$ cat src/hw/rtl/elastic_occupancy_watermark_manager_macros.svh
// ----------------------------------------------------------------------------
// elastic occupancy watermark manager: assertion macros
// Concurrent assertion wrappers shared by the RTL; ASSERT_OFF removes them.
// ----------------------------------------------------------------------------
`ifndef ELASTIC_OCCUPANCY_WATERMARK_MANAGER_MACROS_SVH
`define ELASTIC_OCCUPANCY_WATERMARK_MANAGER_MACROS_SVH
`ifndef ASSERT_OFF
// clocked property, ignored while reset is asserted
`define EOWM_ASSERT(lbl, clk, rstn, prop, msg) \
	lbl: assert property (@(posedge clk) disable iff (!rstn) prop) else $error(msg);
// clocked property that also holds during reset
`define EOWM_ASSERT_ALWAYS(lbl, clk, prop, msg) \
	lbl: assert property (@(posedge clk) prop) else $error(msg);
`else
`define EOWM_ASSERT(lbl, clk, rstn, prop, msg)
`define EOWM_ASSERT_ALWAYS(lbl, clk, prop, msg)
`endif
`endif

$ cat src/hw/rtl/eowm_pkg.sv
// ----------------------------------------------------------------------------
// eowm_pkg
// Types, codes and reset values of the elastic occupancy watermark manager.
// ----------------------------------------------------------------------------
package eowm_pkg;

	localparam int TH_W = 16;

	typedef enum logic [2:0] {
		OP_REQUEST = 3'd0,
		OP_RELEASE = 3'd1,
		OP_CHECK   = 3'd2,
		OP_EXPAND  = 3'd3,
		OP_SHRINK  = 3'd4,
		OP_CLEAR   = 3'd5
	} op_t;

	typedef enum logic [2:0] {
		CFG_INIT_CAP  = 3'd0,
		CFG_MAX_CAP   = 3'd1,
		CFG_GROWTH    = 3'd2,
		CFG_SHRINK_TH = 3'd3,
		CFG_WARN_TH   = 3'd4,
		CFG_ELEV_TH   = 3'd5,
		CFG_FEATURES  = 3'd6
	} cfg_idx_t;

	typedef struct packed {
		logic [31:0]     init_cap;
		logic [31:0]     max_cap;
		logic [TH_W-1:0] grow_fac;
		logic [TH_W-1:0] shr_th;
		logic [TH_W-1:0] warn_th;
		logic [TH_W-1:0] elev_th;
		logic [2:0]      feature_enables;
	} cfg_t;

	localparam logic [31:0]     RST_INIT_CAP  = 32'd512;
	localparam logic [31:0]     RST_MAX_CAP   = 32'd0;
	localparam logic [TH_W-1:0] RST_GROWTH    = 16'd512;
	localparam logic [TH_W-1:0] RST_SHRINK_TH = 16'd16384;
	localparam logic [TH_W-1:0] RST_WARN_TH   = 16'd58982;
	localparam logic [TH_W-1:0] RST_ELEV_TH   = 16'd49152;
	localparam logic [2:0]      RST_FEATURES  = 3'd5;

	localparam int FEAT_AUTO_EXP = 0;
	localparam int FEAT_AUTO_SHR = 1;
	localparam int FEAT_CLEANUP  = 2;

	localparam logic ST_OK   = 1'b0;
	localparam logic ST_FAIL = 1'b1;

	localparam logic [1:0] LVL_NORMAL   = 2'd0;
	localparam logic [1:0] LVL_ELEVATED = 2'd1;
	localparam logic [1:0] LVL_WARNING  = 2'd2;
	localparam logic [1:0] LVL_CRITICAL = 2'd3;

	typedef enum logic {
		AR_MUL = 1'b0,
		AR_DIV = 1'b1
	} arith_op_t;

	typedef struct packed {
		logic      start;
		arith_op_t op;
	} arith_req_t;

	typedef enum logic [4:0] {
		S_IDLE,
		S_DISPATCH,
		S_CHECK_CRIT,
		S_GROW_MUL,
		S_GROW_A,
		S_GROW_B,
		S_GROW_POST,
		S_SHR_UTIL,
		S_SHR_UTIL_W,
		S_SHR_START,
		S_SHR_DIV_W,
		S_SHR_CLAMP,
		S_SHR_COMMIT,
		S_LVL,
		S_LVL_W,
		S_LVL_E,
		S_DONE
	} state_t;

endpackage

$ cat src/hw/rtl/elastic_occupancy_watermark_manager.sv
// ----------------------------------------------------------------------------
// elastic_occupancy_watermark_manager
// Occupancy counter with elastic capacity, watermark levels and statistics.
// ----------------------------------------------------------------------------
// Usage:
// - cfg channel (cfg_valid/cfg_ready, cfg_index, cfg_data) writes one register
//   per beat; it is always ready. Write only while no item is in flight.
// - in channel: a beat is taken when in_valid is high and in_stall is low.
//   in_stall is high from the taking beat until the result is in the output
//   register, so one item is worked on at a time.
// - out channel: one result beat per item, held in an output register until
//   out_valid is high and out_stall is low. A new item may be taken while
//   the previous result still waits; a finished item waits in the last
//   state until the output register is free.
// - sequence, taking beat to out_valid: dispatch, a critical test for a
//   check, a grow or a shrink when one runs (bit-serial divide,
//   COUNT_BITS + 8 steps), then level compares (fewer at warning, critical).
// - reset: occupancy, peak and counters clear, capacity takes the reset
//   initial capacity (saturated to COUNT_BITS), registers take reset values.
// ----------------------------------------------------------------------------
`include "elastic_occupancy_watermark_manager_macros.svh"

module elastic_occupancy_watermark_manager #(
	parameter int COUNT_BITS    = 32,
	parameter int FRACTION_BITS = 16
) (
	input  logic        clk,
	input  logic        arst_n,
	input  logic        cfg_valid,
	output logic        cfg_ready,
	input  logic [2:0]  cfg_index,
	input  logic [31:0] cfg_data,
	input  logic        in_valid,
	output logic        in_stall,
	input  logic [2:0]  opcode,
	input  logic [31:0] new_count,
	input  logic        expand_ok,
	input  logic        shrink_ok,
	input  logic [31:0] cleanup_freed,
	output logic        out_valid,
	input  logic        out_stall,
	output logic        status,
	output logic [1:0]  level,
	output logic [31:0] occupancy,
	output logic [31:0] capacity_now,
	output logic [31:0] peak_occupancy,
	output logic [31:0] expansion_count,
	output logic [31:0] shrink_count,
	output logic [31:0] cleanup_count,
	output logic [31:0] failure_count
);
	import eowm_pkg::*;

	localparam int CW = COUNT_BITS;
	localparam int PW = COUNT_BITS + TH_W;
	localparam logic [31:0] FULL32 = 32'((64'd1 << COUNT_BITS) - 64'd1);
	localparam logic [CW-1:0] FULL = CW'(FULL32);
	localparam logic [CW-1:0] CAP_RST =
		(RST_INIT_CAP > FULL32) ? FULL : CW'(RST_INIT_CAP);

	cfg_t       cfg;
	arith_req_t ar_req;
	logic [TH_W-1:0] ar_opa;
	logic [PW-1:0]   ar_res;
	logic            ar_done;

	state_t state_q, state_d;

	logic [2:0]    op_q;
	logic [CW-1:0] newc_q;
	logic          eok_q, sok_q, freed_q;

	logic [CW-1:0] occ_q, cap_q, peak_q, ncap_q;
	logic [31:0]   exp_cnt_q, shr_cnt_q, cln_cnt_q, fail_cnt_q;
	logic          status_q, grow_ok_q;
	logic [1:0]    lvl_q;

	logic          out_valid_q;
	logic          out_status_q;
	logic [1:0]    out_level_q;
	logic [31:0]   out_occ_q, out_cap_q, out_peak_q;
	logic [31:0]   out_exp_q, out_shr_q, out_cln_q, out_fail_q;

	logic          in_acc, out_free;
	logic          auto_exp, auto_shr, cleanup_en;
	logic [CW-1:0] floor_cap, occ_inc;
	logic          crit_now;
	logic [TH_W-1:0] cmp_th;
	logic [PW-1:0] occ_sh;
	logic          util_ge;
	logic [CW-1:0] g_nc_sat, d_sat;
	logic          g_over, g_refuse, g_ok;
	logic [CW-1:0] g_new, s_new;
	logic          s_noop;

	eowm_cfg u_cfg (
		.clk      (clk),
		.arst_n   (arst_n),
		.wr_en    (cfg_valid && cfg_ready),
		.wr_index (cfg_index),
		.wr_data  (cfg_data),
		.cfg      (cfg)
	);

	eowm_arith #(
		.COUNT_BITS (COUNT_BITS)
	) u_arith (
		.clk    (clk),
		.arst_n (arst_n),
		.req    (ar_req),
		.opa    (ar_opa),
		.opb    (cap_q),
		.result (ar_res),
		.done   (ar_done)
	);

	assign cfg_ready = 1'b1;

	always_comb begin
		in_acc     = in_valid && !in_stall;
		out_free   = !out_valid_q || !out_stall;
		auto_exp   = cfg.feature_enables[FEAT_AUTO_EXP];
		auto_shr   = cfg.feature_enables[FEAT_AUTO_SHR];
		cleanup_en = cfg.feature_enables[FEAT_CLEANUP];
		floor_cap  = (cfg.init_cap > FULL32) ? FULL : cfg.init_cap[CW-1:0];
		occ_inc    = occ_q + CW'(1);
		crit_now   = (cap_q != '0) && (occ_q >= cap_q);

		// utilization compare: occupancy << FRACTION_BITS against threshold * capacity
		case (state_q)
			S_SHR_UTIL_W: cmp_th = cfg.shr_th;
			S_LVL_W:      cmp_th = cfg.warn_th;
			default:      cmp_th = cfg.elev_th;
		endcase
		occ_sh  = PW'({occ_q, {FRACTION_BITS{1'b0}}});
		util_ge = (cap_q == '0) ? (cmp_th == '0) : (occ_sh >= ar_res);

		// grow: floor(cap * factor / 256) saturated
		g_nc_sat = (|ar_res[PW-1:CW+8]) ? FULL : ar_res[CW+7:8];
		g_over   = (cfg.max_cap != '0) && (32'(ncap_q) > cfg.max_cap);
		g_refuse = g_over && (32'(cap_q) >= cfg.max_cap);
		g_ok     = !g_refuse && eok_q;
		g_new    = g_over ? cfg.max_cap[CW-1:0] : ncap_q;

		// shrink: quotient saturated, then floored
		d_sat  = (|ar_res[CW+7:CW]) ? FULL : ar_res[CW-1:0];
		s_new  = (ncap_q < floor_cap) ? floor_cap : ncap_q;
		s_noop = s_new >= cap_q;
	end

	// next state
	always_comb begin
		state_d = state_q;
		case (state_q)
			S_IDLE: begin
				if (in_acc) state_d = S_DISPATCH;
			end
			S_DISPATCH: begin
				case (op_q)
					OP_REQUEST: begin
						if (occ_q != FULL && occ_q >= cap_q && auto_exp) state_d = S_GROW_MUL;
						else state_d = S_LVL;
					end
					OP_RELEASE: begin
						if (occ_q != '0 && auto_shr && cap_q > floor_cap) state_d = S_SHR_UTIL;
						else state_d = S_LVL;
					end
					OP_CHECK:  state_d = S_CHECK_CRIT;
					OP_EXPAND: state_d = S_GROW_MUL;
					OP_SHRINK: state_d = S_SHR_START;
					default:   state_d = S_LVL;
				endcase
			end
			S_CHECK_CRIT: begin
				if (crit_now && auto_exp) state_d = S_GROW_MUL;
				else state_d = S_LVL;
			end
			S_GROW_MUL: state_d = S_GROW_A;
			S_GROW_A: begin
				if (ar_done) begin
					if (g_nc_sat <= cap_q && cap_q == FULL) state_d = S_GROW_POST;
					else state_d = S_GROW_B;
				end
			end
			S_GROW_B:    state_d = S_GROW_POST;
			S_GROW_POST: state_d = S_LVL;
			S_SHR_UTIL:  state_d = S_SHR_UTIL_W;
			S_SHR_UTIL_W: begin
				if (ar_done) begin
					if (!util_ge) state_d = S_SHR_START;
					else state_d = S_LVL;
				end
			end
			S_SHR_START: begin
				if (cfg.grow_fac == '0) state_d = S_SHR_CLAMP;
				else state_d = S_SHR_DIV_W;
			end
			S_SHR_DIV_W: begin
				if (ar_done) state_d = S_SHR_CLAMP;
			end
			S_SHR_CLAMP:  state_d = S_SHR_COMMIT;
			S_SHR_COMMIT: state_d = S_LVL;
			S_LVL: begin
				if (crit_now) state_d = S_DONE;
				else state_d = S_LVL_W;
			end
			S_LVL_W: begin
				if (ar_done) begin
					if (util_ge) state_d = S_DONE;
					else state_d = S_LVL_E;
				end
			end
			S_LVL_E: begin
				if (ar_done) state_d = S_DONE;
			end
			S_DONE: begin
				if (out_free) state_d = S_IDLE;
			end
			default: state_d = S_IDLE;
		endcase
	end

	// outputs of the sequencer: shared unit requests and input stall
	always_comb begin
		ar_req.start = 1'b0;
		ar_req.op    = AR_MUL;
		ar_opa       = cfg.grow_fac;
		in_stall     = state_q != S_IDLE;
		case (state_q)
			S_GROW_MUL: begin
				ar_req.start = 1'b1;
			end
			S_SHR_UTIL: begin
				ar_req.start = 1'b1;
				ar_opa       = cfg.shr_th;
			end
			S_SHR_START: begin
				ar_req.start = cfg.grow_fac != '0;
				ar_req.op    = AR_DIV;
			end
			S_LVL: begin
				ar_req.start = !crit_now;
				ar_opa       = cfg.warn_th;
			end
			S_LVL_W: begin
				ar_req.start = ar_done && !util_ge;
				ar_opa       = cfg.elev_th;
			end
			default: ;
		endcase
	end

	always_ff @(posedge clk or negedge arst_n) begin
		if (!arst_n) begin
			state_q <= S_IDLE;
		end else begin
			state_q <= state_d;
		end
	end

	// architectural state
	always_ff @(posedge clk or negedge arst_n) begin
		if (!arst_n) begin
			occ_q      <= '0;
			cap_q      <= CAP_RST;
			peak_q     <= '0;
			exp_cnt_q  <= '0;
			shr_cnt_q  <= '0;
			cln_cnt_q  <= '0;
			fail_cnt_q <= '0;
		end else begin
			case (state_q)
				S_DISPATCH: begin
					case (op_q)
						OP_REQUEST: begin
							if (occ_q == FULL || (occ_q >= cap_q && !auto_exp)) begin
								fail_cnt_q <= fail_cnt_q + 32'd1;
							end else if (occ_q < cap_q) begin
								occ_q <= occ_inc;
								if (occ_inc > peak_q) peak_q <= occ_inc;
							end
						end
						OP_RELEASE: begin
							if (occ_q != '0) occ_q <= occ_q - CW'(1);
						end
						OP_CHECK: begin
							if (newc_q != occ_q) begin
								occ_q <= newc_q;
								if (newc_q > peak_q) peak_q <= newc_q;
							end
						end
						OP_CLEAR: begin
							peak_q     <= '0;
							exp_cnt_q  <= '0;
							shr_cnt_q  <= '0;
							cln_cnt_q  <= '0;
							fail_cnt_q <= '0;
						end
						default: ;
					endcase
				end
				S_GROW_B: begin
					if (g_ok) begin
						cap_q     <= g_new;
						exp_cnt_q <= exp_cnt_q + 32'd1;
					end
				end
				S_GROW_POST: begin
					if (op_q == OP_REQUEST) begin
						if (grow_ok_q || (cleanup_en && freed_q)) begin
							if (!grow_ok_q) cln_cnt_q <= cln_cnt_q + 32'd1;
							occ_q <= occ_inc;
							if (occ_inc > peak_q) peak_q <= occ_inc;
						end else begin
							fail_cnt_q <= fail_cnt_q + 32'd1;
						end
					end
				end
				S_SHR_COMMIT: begin
					if (!s_noop && sok_q) begin
						cap_q     <= s_new;
						shr_cnt_q <= shr_cnt_q + 32'd1;
					end
				end
				default: ;
			endcase
		end
	end

	// working registers of the item in flight
	always_ff @(posedge clk) begin
		case (state_q)
			S_IDLE: begin
				if (in_acc) begin
					op_q     <= opcode;
					newc_q   <= new_count[CW-1:0];
					eok_q    <= expand_ok;
					sok_q    <= shrink_ok;
					freed_q  <= |cleanup_freed;
					status_q <= ST_OK;
				end
			end
			S_DISPATCH: begin
				case (op_q)
					OP_REQUEST: begin
						if (occ_q == FULL || (occ_q >= cap_q && !auto_exp)) status_q <= ST_FAIL;
					end
					OP_RELEASE: begin
						if (occ_q == '0) status_q <= ST_FAIL;
					end
					OP_CHECK, OP_EXPAND, OP_SHRINK, OP_CLEAR: ;
					default: status_q <= ST_FAIL;
				endcase
			end
			S_GROW_A: begin
				if (ar_done) begin
					grow_ok_q <= 1'b0;
					if (g_nc_sat <= cap_q) ncap_q <= cap_q + CW'(1);
					else ncap_q <= g_nc_sat;
				end
			end
			S_GROW_B: begin
				grow_ok_q <= g_ok;
			end
			S_GROW_POST: begin
				case (op_q)
					OP_REQUEST: begin
						if (!grow_ok_q && !(cleanup_en && freed_q)) status_q <= ST_FAIL;
					end
					OP_EXPAND: begin
						status_q <= grow_ok_q ? ST_OK : ST_FAIL;
					end
					default: ;
				endcase
			end
			S_SHR_START: begin
				if (cfg.grow_fac == '0) ncap_q <= cap_q;
			end
			S_SHR_DIV_W: begin
				if (ar_done) ncap_q <= d_sat;
			end
			S_SHR_CLAMP: begin
				if (ncap_q < occ_q) ncap_q <= occ_q;
			end
			S_SHR_COMMIT: begin
				if (!s_noop && !sok_q && op_q == OP_SHRINK) status_q <= ST_FAIL;
			end
			S_LVL: begin
				if (crit_now) lvl_q <= LVL_CRITICAL;
			end
			S_LVL_W: begin
				if (ar_done && util_ge) lvl_q <= LVL_WARNING;
			end
			S_LVL_E: begin
				if (ar_done) lvl_q <= util_ge ? LVL_ELEVATED : LVL_NORMAL;
			end
			default: ;
		endcase
	end

	// output register
	always_ff @(posedge clk or negedge arst_n) begin
		if (!arst_n) begin
			out_valid_q <= 1'b0;
		end else if (state_q == S_DONE && out_free) begin
			out_valid_q <= 1'b1;
		end else if (!out_stall) begin
			out_valid_q <= 1'b0;
		end
	end

	always_ff @(posedge clk) begin
		if (state_q == S_DONE && out_free) begin
			out_status_q <= status_q;
			out_level_q  <= lvl_q;
			out_occ_q    <= 32'(occ_q);
			out_cap_q    <= 32'(cap_q);
			out_peak_q   <= 32'(peak_q);
			out_exp_q    <= exp_cnt_q;
			out_shr_q    <= shr_cnt_q;
			out_cln_q    <= cln_cnt_q;
			out_fail_q   <= fail_cnt_q;
		end
	end

	assign out_valid       = out_valid_q;
	assign status          = out_status_q;
	assign level           = out_level_q;
	assign occupancy       = out_occ_q;
	assign capacity_now    = out_cap_q;
	assign peak_occupancy  = out_peak_q;
	assign expansion_count = out_exp_q;
	assign shrink_count    = out_shr_q;
	assign cleanup_count   = out_cln_q;
	assign failure_count   = out_fail_q;

	`EOWM_ASSERT(a_out_from_done, clk, arst_n, $rose(out_valid_q) |-> $past(state_q) == S_DONE, "result beat without finished item")
	`EOWM_ASSERT(a_cap_commit, clk, arst_n, cap_q != $past(cap_q) |-> ($past(state_q) == S_GROW_B || $past(state_q) == S_SHR_COMMIT), "capacity changed outside commit")
	`EOWM_ASSERT(a_out_load, clk, arst_n, (state_q == S_DONE && out_free) |=> (out_valid_q && state_q == S_IDLE), "finished item not handed over")

endmodule

$ cat src/hw/rtl/eowm_cfg.sv
// ----------------------------------------------------------------------------
// eowm_cfg
// Configuration register file, written one register per beat.
// ----------------------------------------------------------------------------
module eowm_cfg (
	input  logic          clk,
	input  logic          arst_n,
	input  logic          wr_en,
	input  logic [2:0]    wr_index,
	input  logic [31:0]   wr_data,
	output eowm_pkg::cfg_t cfg
);
	import eowm_pkg::*;

	cfg_t cfg_q;

	always_ff @(posedge clk or negedge arst_n) begin
		if (!arst_n) begin
			cfg_q.init_cap        <= RST_INIT_CAP;
			cfg_q.max_cap         <= RST_MAX_CAP;
			cfg_q.grow_fac        <= RST_GROWTH;
			cfg_q.shr_th          <= RST_SHRINK_TH;
			cfg_q.warn_th         <= RST_WARN_TH;
			cfg_q.elev_th         <= RST_ELEV_TH;
			cfg_q.feature_enables <= RST_FEATURES;
		end else if (wr_en) begin
			case (wr_index)
				CFG_INIT_CAP:  cfg_q.init_cap        <= wr_data;
				CFG_MAX_CAP:   cfg_q.max_cap         <= wr_data;
				CFG_GROWTH:    cfg_q.grow_fac        <= wr_data[TH_W-1:0];
				CFG_SHRINK_TH: cfg_q.shr_th          <= wr_data[TH_W-1:0];
				CFG_WARN_TH:   cfg_q.warn_th         <= wr_data[TH_W-1:0];
				CFG_ELEV_TH:   cfg_q.elev_th         <= wr_data[TH_W-1:0];
				CFG_FEATURES:  cfg_q.feature_enables <= wr_data[2:0];
				default: ;
			endcase
		end
	end

	assign cfg = cfg_q;

endmodule

$ cat src/hw/rtl/eowm_arith.sv
// ----------------------------------------------------------------------------
// eowm_arith
// Shared arithmetic unit: registered 16 x COUNT_BITS multiply, or a restoring
// divide of (opb << 8) by opa, one quotient bit per cycle.
// ----------------------------------------------------------------------------
`include "elastic_occupancy_watermark_manager_macros.svh"

module eowm_arith #(
	parameter int COUNT_BITS = 32
) (
	input  logic                    clk,
	input  logic                    arst_n,
	input  eowm_pkg::arith_req_t    req,
	input  logic [15:0]             opa,
	input  logic [COUNT_BITS-1:0]   opb,
	output logic [COUNT_BITS+15:0]  result,
	output logic                    done
);
	import eowm_pkg::*;

	localparam int DW    = COUNT_BITS + 8;
	localparam int PW    = COUNT_BITS + TH_W;
	localparam int CNT_W = $clog2(DW + 1);

	logic [PW-1:0]    res_q;
	logic [DW-1:0]    dvd_q;
	logic [TH_W-1:0]  rem_q;
	logic [TH_W-1:0]  dsr_q;
	logic [CNT_W-1:0] cnt_q;
	logic             busy_q;
	logic             done_q;

	logic [TH_W:0]    trial;
	logic             take;
	logic [TH_W-1:0]  rem_nxt;
	logic [DW-1:0]    dvd_nxt;
	logic             last;

	// one restoring step: quotient bits shift in at the bottom of dvd_q
	always_comb begin
		trial   = {rem_q, dvd_q[DW-1]};
		take    = trial >= {1'b0, dsr_q};
		rem_nxt = take ? TH_W'(trial - {1'b0, dsr_q}) : trial[TH_W-1:0];
		dvd_nxt = {dvd_q[DW-2:0], take};
		last    = cnt_q == CNT_W'(1);
	end

	always_ff @(posedge clk or negedge arst_n) begin
		if (!arst_n) begin
			busy_q <= 1'b0;
			done_q <= 1'b0;
			cnt_q  <= '0;
		end else begin
			done_q <= 1'b0;
			if (req.start) begin
				if (req.op == AR_MUL) begin
					done_q <= 1'b1;
				end else begin
					busy_q <= 1'b1;
					cnt_q  <= CNT_W'(DW);
				end
			end else if (busy_q) begin
				cnt_q <= cnt_q - CNT_W'(1);
				if (last) begin
					busy_q <= 1'b0;
					done_q <= 1'b1;
				end
			end
		end
	end

	always_ff @(posedge clk) begin
		if (req.start) begin
			if (req.op == AR_MUL) begin
				res_q <= PW'(opa) * PW'(opb);
			end else begin
				dvd_q <= {opb, 8'd0};
				rem_q <= '0;
				dsr_q <= opa;
			end
		end else if (busy_q) begin
			dvd_q <= dvd_nxt;
			rem_q <= rem_nxt;
			if (last) begin
				res_q <= PW'(dvd_nxt);
			end
		end
	end

	assign result = res_q;
	assign done   = done_q;

	`EOWM_ASSERT(a_start_idle, clk, arst_n, req.start |-> !busy_q, "start while divider busy")
	`EOWM_ASSERT(a_mul_lat, clk, arst_n, (req.start && req.op == AR_MUL) |=> done_q, "multiply late")
	`EOWM_ASSERT(a_div_lat, clk, arst_n, (req.start && req.op == AR_DIV) |-> ##(DW + 1) done_q, "divide late")
	`EOWM_ASSERT_ALWAYS(a_busy_done, clk, !(busy_q && done_q), "done flagged while busy")

endmodule

$ cat config.mk
export PLATFORM = sky130hd
export DESIGN_NAME = elastic_occupancy_watermark_manager
export DESIGN_NICKNAME = d
export VERILOG_FILES = /design/src/hw/rtl/eowm_pkg.sv /design/src/hw/rtl/elastic_occupancy_watermark_manager.sv /design/src/hw/rtl/eowm_cfg.sv /design/src/hw/rtl/eowm_arith.sv
export VERILOG_INCLUDE_DIRS = /design/src /design/src/hw/rtl
export SDC_FILE = /design/constraint.sdc
export NUM_CORES = 2
export LEC_CHECK = 0
export BUFFER_PORTS_ARGS = -buffer_cell sky130_fd_sc_hd__buf_4
export CELL_PAD_IN_SITES_DETAIL_PLACEMENT = 1
export CELL_PAD_IN_SITES_GLOBAL_PLACEMENT = 2
export CORE_MARGIN = 2
export CORE_UTILIZATION = 30
export DETAILED_ROUTE_END_ITERATION = 12
export HOLD_SLACK_MARGIN = 0.12
export PLACE_DENSITY = 0.7
export SLEW_MARGIN = 40
export SYNTH_ARGS = -nofsm -noshare
export SYNTH_HDL_FRONTEND = slang
export SYNTH_SLANG_ARGS = --single-unit
export TNS_END_PERCENT = 20
$ cat constraint.sdc
create_clock -name clk -period 16.62 [get_ports clk]
set_clock_uncertainty 0.2 [all_clocks]
set_input_delay 3.324 -clock clk [delete_from_list [all_inputs] [get_ports clk]]
set_output_delay 3.324 -clock clk [all_outputs]
set_load 0.005 [all_outputs]
# Yosys cells after proc, flatten, opt, wreduce, memory -nomap -nowiden
# Index checks and enable logic that the tools add are counted.
# word_totals
reg_bits	790
input_bits	109
# op_classes
add_sub_neg	9
multipliers	1
order_cmp	14
eq_ne	67
n_mux	107
n_reduce_logical	85
# ops
op	count
$mux W32	34
$pmux W32 S2	8
$add A32 B1 Y32 const B	6
$mux W48	4
$pmux W32 S3	2
$gt A32 B32 Y1	4
$pmux W32 S4	1
$mux W40	3
$ge A32 B32 Y1	3
$lt A32 B32 Y1	3
$reduce_bool A32 Y1	3
$pmux W5 S16	1
$eq A32 B32 Y1 const B	2
$logic_not A32 Y1	2
$mux W16	4
$ge A48 B48 Y1	1
$mul A16 B32 Y48	1
$pmux W16 S3	1
$mux W5	9
$eq A5 B4 Y1 const B	8
$gt A32 B32 Y1 const B	1
$le A32 B32 Y1	1
$logic_not A16 Y1	2
$ne A32 B32 Y1	1
other kinds (50)	178

# Logic depth before layout (Yosys ltp)
# depth
word_depth	10
ltp_mapped	33
depth_no_buf	29

# Cells and area by module
# From an unflattened synthesis, not the netlist that was laid out.
# hier_totals
cells_unflattened	6220
area_unflattened_um2	62567.5
# modules_own_cells
mod	n_inst	cells_each	area_each_um2
elastic_occupancy_watermark_manager	1	3516	34865.9
eowm_arith	1	2421	22441.5
eowm_cfg	1	283	5260.0

# Least setup slack after synthesis
# No wires, ideal clock.
# synth_timing
kind	input to register
from	input port out_stall
to	register out_cap_q[0] (netlist: capacity_now[0]), enable pin
setup_ps	889
arrival_ps	14227
setup_slack_ps	1304
stages	1
n_path_buf	0
cell_sequence	a21oi_1
# synth_between
elab_chain_cells	3
# synth_rtl
element	line_no	rtl
from (decl)	elastic_occupancy_watermark_manager.sv:41	input logic out_stall,
$logic_not A1 Y1	n/a	
$logic_or A1 B1 Y1	elastic_occupancy_watermark_manager.sv:121	out_free = !out_valid_q || !out_stall;
$logic_and A1 B1 Y1	elastic_occupancy_watermark_manager.sv:413	if (state_q == S_DONE && out_free) begin
to (signal assigned)	elastic_occupancy_watermark_manager.sv:417	out_cap_q <= 32'(cap_q);
to (decl)	elastic_occupancy_watermark_manager.sv:81	logic [31:0] out_occ_q, out_cap_q, out_peak_q;
# No other way between the ends.
# A chain may end at the register's enable or synchronous reset.

# Worst setup path after layout
# layout_timing
from	register state_q[0]
to	register u_arith.res_q[46] (netlist: u_arith.result[46]), data pin
# layout_between
elab_chain_cells	8
elab_cells_between_ends	17
classes_between	mul (1); eq/ne (6); mux (6); reduce/logical (4)
# layout_rtl
element	line_no	rtl
from (decl)	elastic_occupancy_watermark_manager.sv:67	state_t state_q, state_d;
from (signal assigned)	elastic_occupancy_watermark_manager.sv:257	state_q <= state_d;
branches (longest 7 deep; another with $mul A16 B32 Y48)	n/a	
$mux W48 (*)	eowm_arith.sv:73	if (req.start) begin
to (signal assigned)	eowm_arith.sv:75	res_q <= PW'(opa) * PW'(opb);
to (signal assigned)	eowm_arith.sv:85	res_q <= PW'(dvd_nxt);
to (decl)	eowm_arith.sv:25	logic [PW-1:0] res_q;
# Mark *: on every way between the ends. The select of a mux whose other input is x is not followed.

==> out/metrics.csv <==
metric,value,unit
status,finished clean,
cts-resized-gates,0,
criticalPathCategory,reg -> reg,
clk_pin_slew_worst_paths,0.07,ns
min_period_over_period,0.605,
viasPerCell,5.46,
largest_reg_flops,131,
critPathCapture,u_arith.result[46],
start_util,0.302,
crit_required,16.97,ns
die_w,454,um
maxCapViolCount,0,
synth_area_leaders,"edfxtp_1 21%, dfrtp_1 14%, fa_1 14%",
synth_area,60900,um2
setup_viol,0,
ys.flop_type,edfxtp_1,
synth-edff-count,421,
rsz0062_at_grt,false,
setup.worst_path.end_class,flop,
period_minus_slack,10.05,ns
r2r_setup_slack,6.57,ns
slew_viol_final,0,
slowest_stage,buf_4,
yosysTopAreaCell,edfxtp_1,
dr.pass1.iters,5,
critPathMaxStageDelay,0.56,ns
io_pins,339,
clk_latency,0.74,ns
wl_per_cell,27.1,um
ys_types,104,
antenna_found_initial,12,
portBuffers,337,
syn_nets,7190,
synth-seq-cells,790,
slew_headroom,0.350,
cp.arrival,10.40,ns
nNetsFinal,7472,
finalHoldViolations,0,
drcViolationCount,0,
grtUsageTotal,0.239,
worst_path_dominant_cell_family,adder cells,
crit_start,state_q[0],
cts_tree,done,
grt_max_degree,142,
drt-total-wl,250000,um
cts_buffer_depth,3,
cp-start-kind,flop,
max_clock_freq,99.5,MHz
globalplace.congestion,0.894,
worstHoldPathType,reg -> reg,
synth_top_area_share,0.208,
fin_util,0.349,
yosys_warnings,0,
reg2reg_to,u_arith.result[46],
ant_nets,0,
worst_pin_slew,0.974,ns
fp.dieH,454,um
cts_setup_buffers,0,
cts_inserted_buffers,95,
hpwlAfterDp,187000,um
coreArea,202000,um2
cts_root_buffer,clkbuf_16,
worst-path-stages,29,
yosysSeqAreaShare,0.360,
cpMostUsedCell,fa_1,
dieArea,207000,um2
synthToLayoutAreaGrowth,15.9,%
postSynthAreaPerCell,9.88,um2
reg2reg_depth,29,
cp_max_fo,63,
fp-row-count,165,
cts_sinks,790,
hold_depth,0,
drt-initial-drc-count,3679,
grt-ovfl-total,0,
cts_hold_buffers,0,
drive_gt1_frac,0.132,
first_global_vias,52800,
cts_htree_levels,3,
worst-path-buf-inv,7,
grt_pass1_wl,365000,um
r2r-start,state_q[0],
async_reset_ff_frac,0.467,
synthCells,6165,
num_vias,50300,
tns,0,ns
[how the worst min path moves through the flow]
stage	startpoint	to	slack (ns)
4_1_cts	status_q	status	0.25
3_3_place_gp	cap_q[30]	capacity_now[30]	0.24
2_1_floorplan	lvl_q[0]	level[0]	0.20
6_report	cap_q[30]	capacity_now[30]	0.25
5_1_grt	status_q	status	0.25
3_5_place_dp	status_q	status	0.23
[cell type report]
cell class              count  area, um2
flip-flops and latches    790      21900
multi-input cells        4321      35200
fillers                 22600     131000
clock inverters            59        882
clock buffers             120       2540
inverters                 737       2770
well taps                2672       3340
diodes                      2       5.00
repair buffers            502       3890
[metrics by stage]
step / worst slack, ns / cell area, um2 / instances / hold slack [ns]
after floorplan: 1.30 / 60900 / 6165 / 0.200
after global placement: 6.69 / 66900 / 9013 / 0.236
after detailed placement: 6.45 / 67000 / 9017 / 0.227
after CTS: 6.42 / 70400 / 9196 / 0.248
after global routing: 5.99 / 70500 / 9201 / 0.248
final: 6.57 / 70600 / 9203 / 0.249
[cell usage in the layout, fill, tap and decap left out, drive strengths merged, types with 20 or more instances in the layout]
master   count
and4        30
o2bb2ai     38
nor3        86
o21a        29
a21o       132
nand2b      26
mux2i       66
clkinv      42
clkbuf     122
nor2       218
nand3      127
nand2      702
a31oi       23
and3        58
edfxtp     421
or2         34
a21oi      349
o32a        32
xnor2      138
nand4      122
mux2        72
xor2        53
o21ai      396
nor4        87
a222oi      24
a221oi      38
or3         59
and2       118
o31ai       20
fa         419
nor2b       35
inv        728
a22oi       37
a211oi      34
buf        500
ha         497
dfrtp      352
[layer usage]
metal | GRT usage | routed length, um | vias up
met5 | 0 | 9 | -
met4 | 0.104 | 12100 | 2
met3 | 0.0339 | 14600 | 451
met2 | 0.399 | 119000 | 1633
met1 | 0.306 | 104000 | 26000
li1 | - | - | 22200
[synthesized netlist by cell type (83+ instances only)]
cell type,number
clkbuf_1,256
o21ai_0,391
fa_1,419
nor4_1,83
inv_1,722
nand2_1,702
a21oi_1,349
and2_1,118
a21o_1,132
dfrtp_1,352
nor2_1,217
edfxtp_1,421
nand3_1,126
ha_1,497
xnor2_1,138
nand4_1,119
[logic make-up after synthesis]
family | count (synthesis) | share of synthesized area
other | 1 | 0.0000616
AO/OA/AOI/OAI | 1335 | 0.141
AND/OR/NAND/NOR | 1740 | 0.141
adder cells (fa/ha/maj) | 916 | 0.240
buffers and inverters | 1054 | 0.0664
XOR/XNOR | 191 | 0.0275
flip-flops | 790 | 0.360
multiplexers | 138 | 0.0242
[worst register-to-register path: cells and delay by family (launching register included)]
kind	cells	cell delay (ns)
AOI/OAI and AO/OA	9	2.58
xor gates and xnor gates	1	0.27
buffers and inverters	7	1.14
and+or+nand+nor	5	1.83
adders and majority gates	7	3.49
DFF	1	0.37
Power is left out: the tool's default activity adds up to more than one toggle a clock period on the data nets, which glitch-free logic cannot reach.
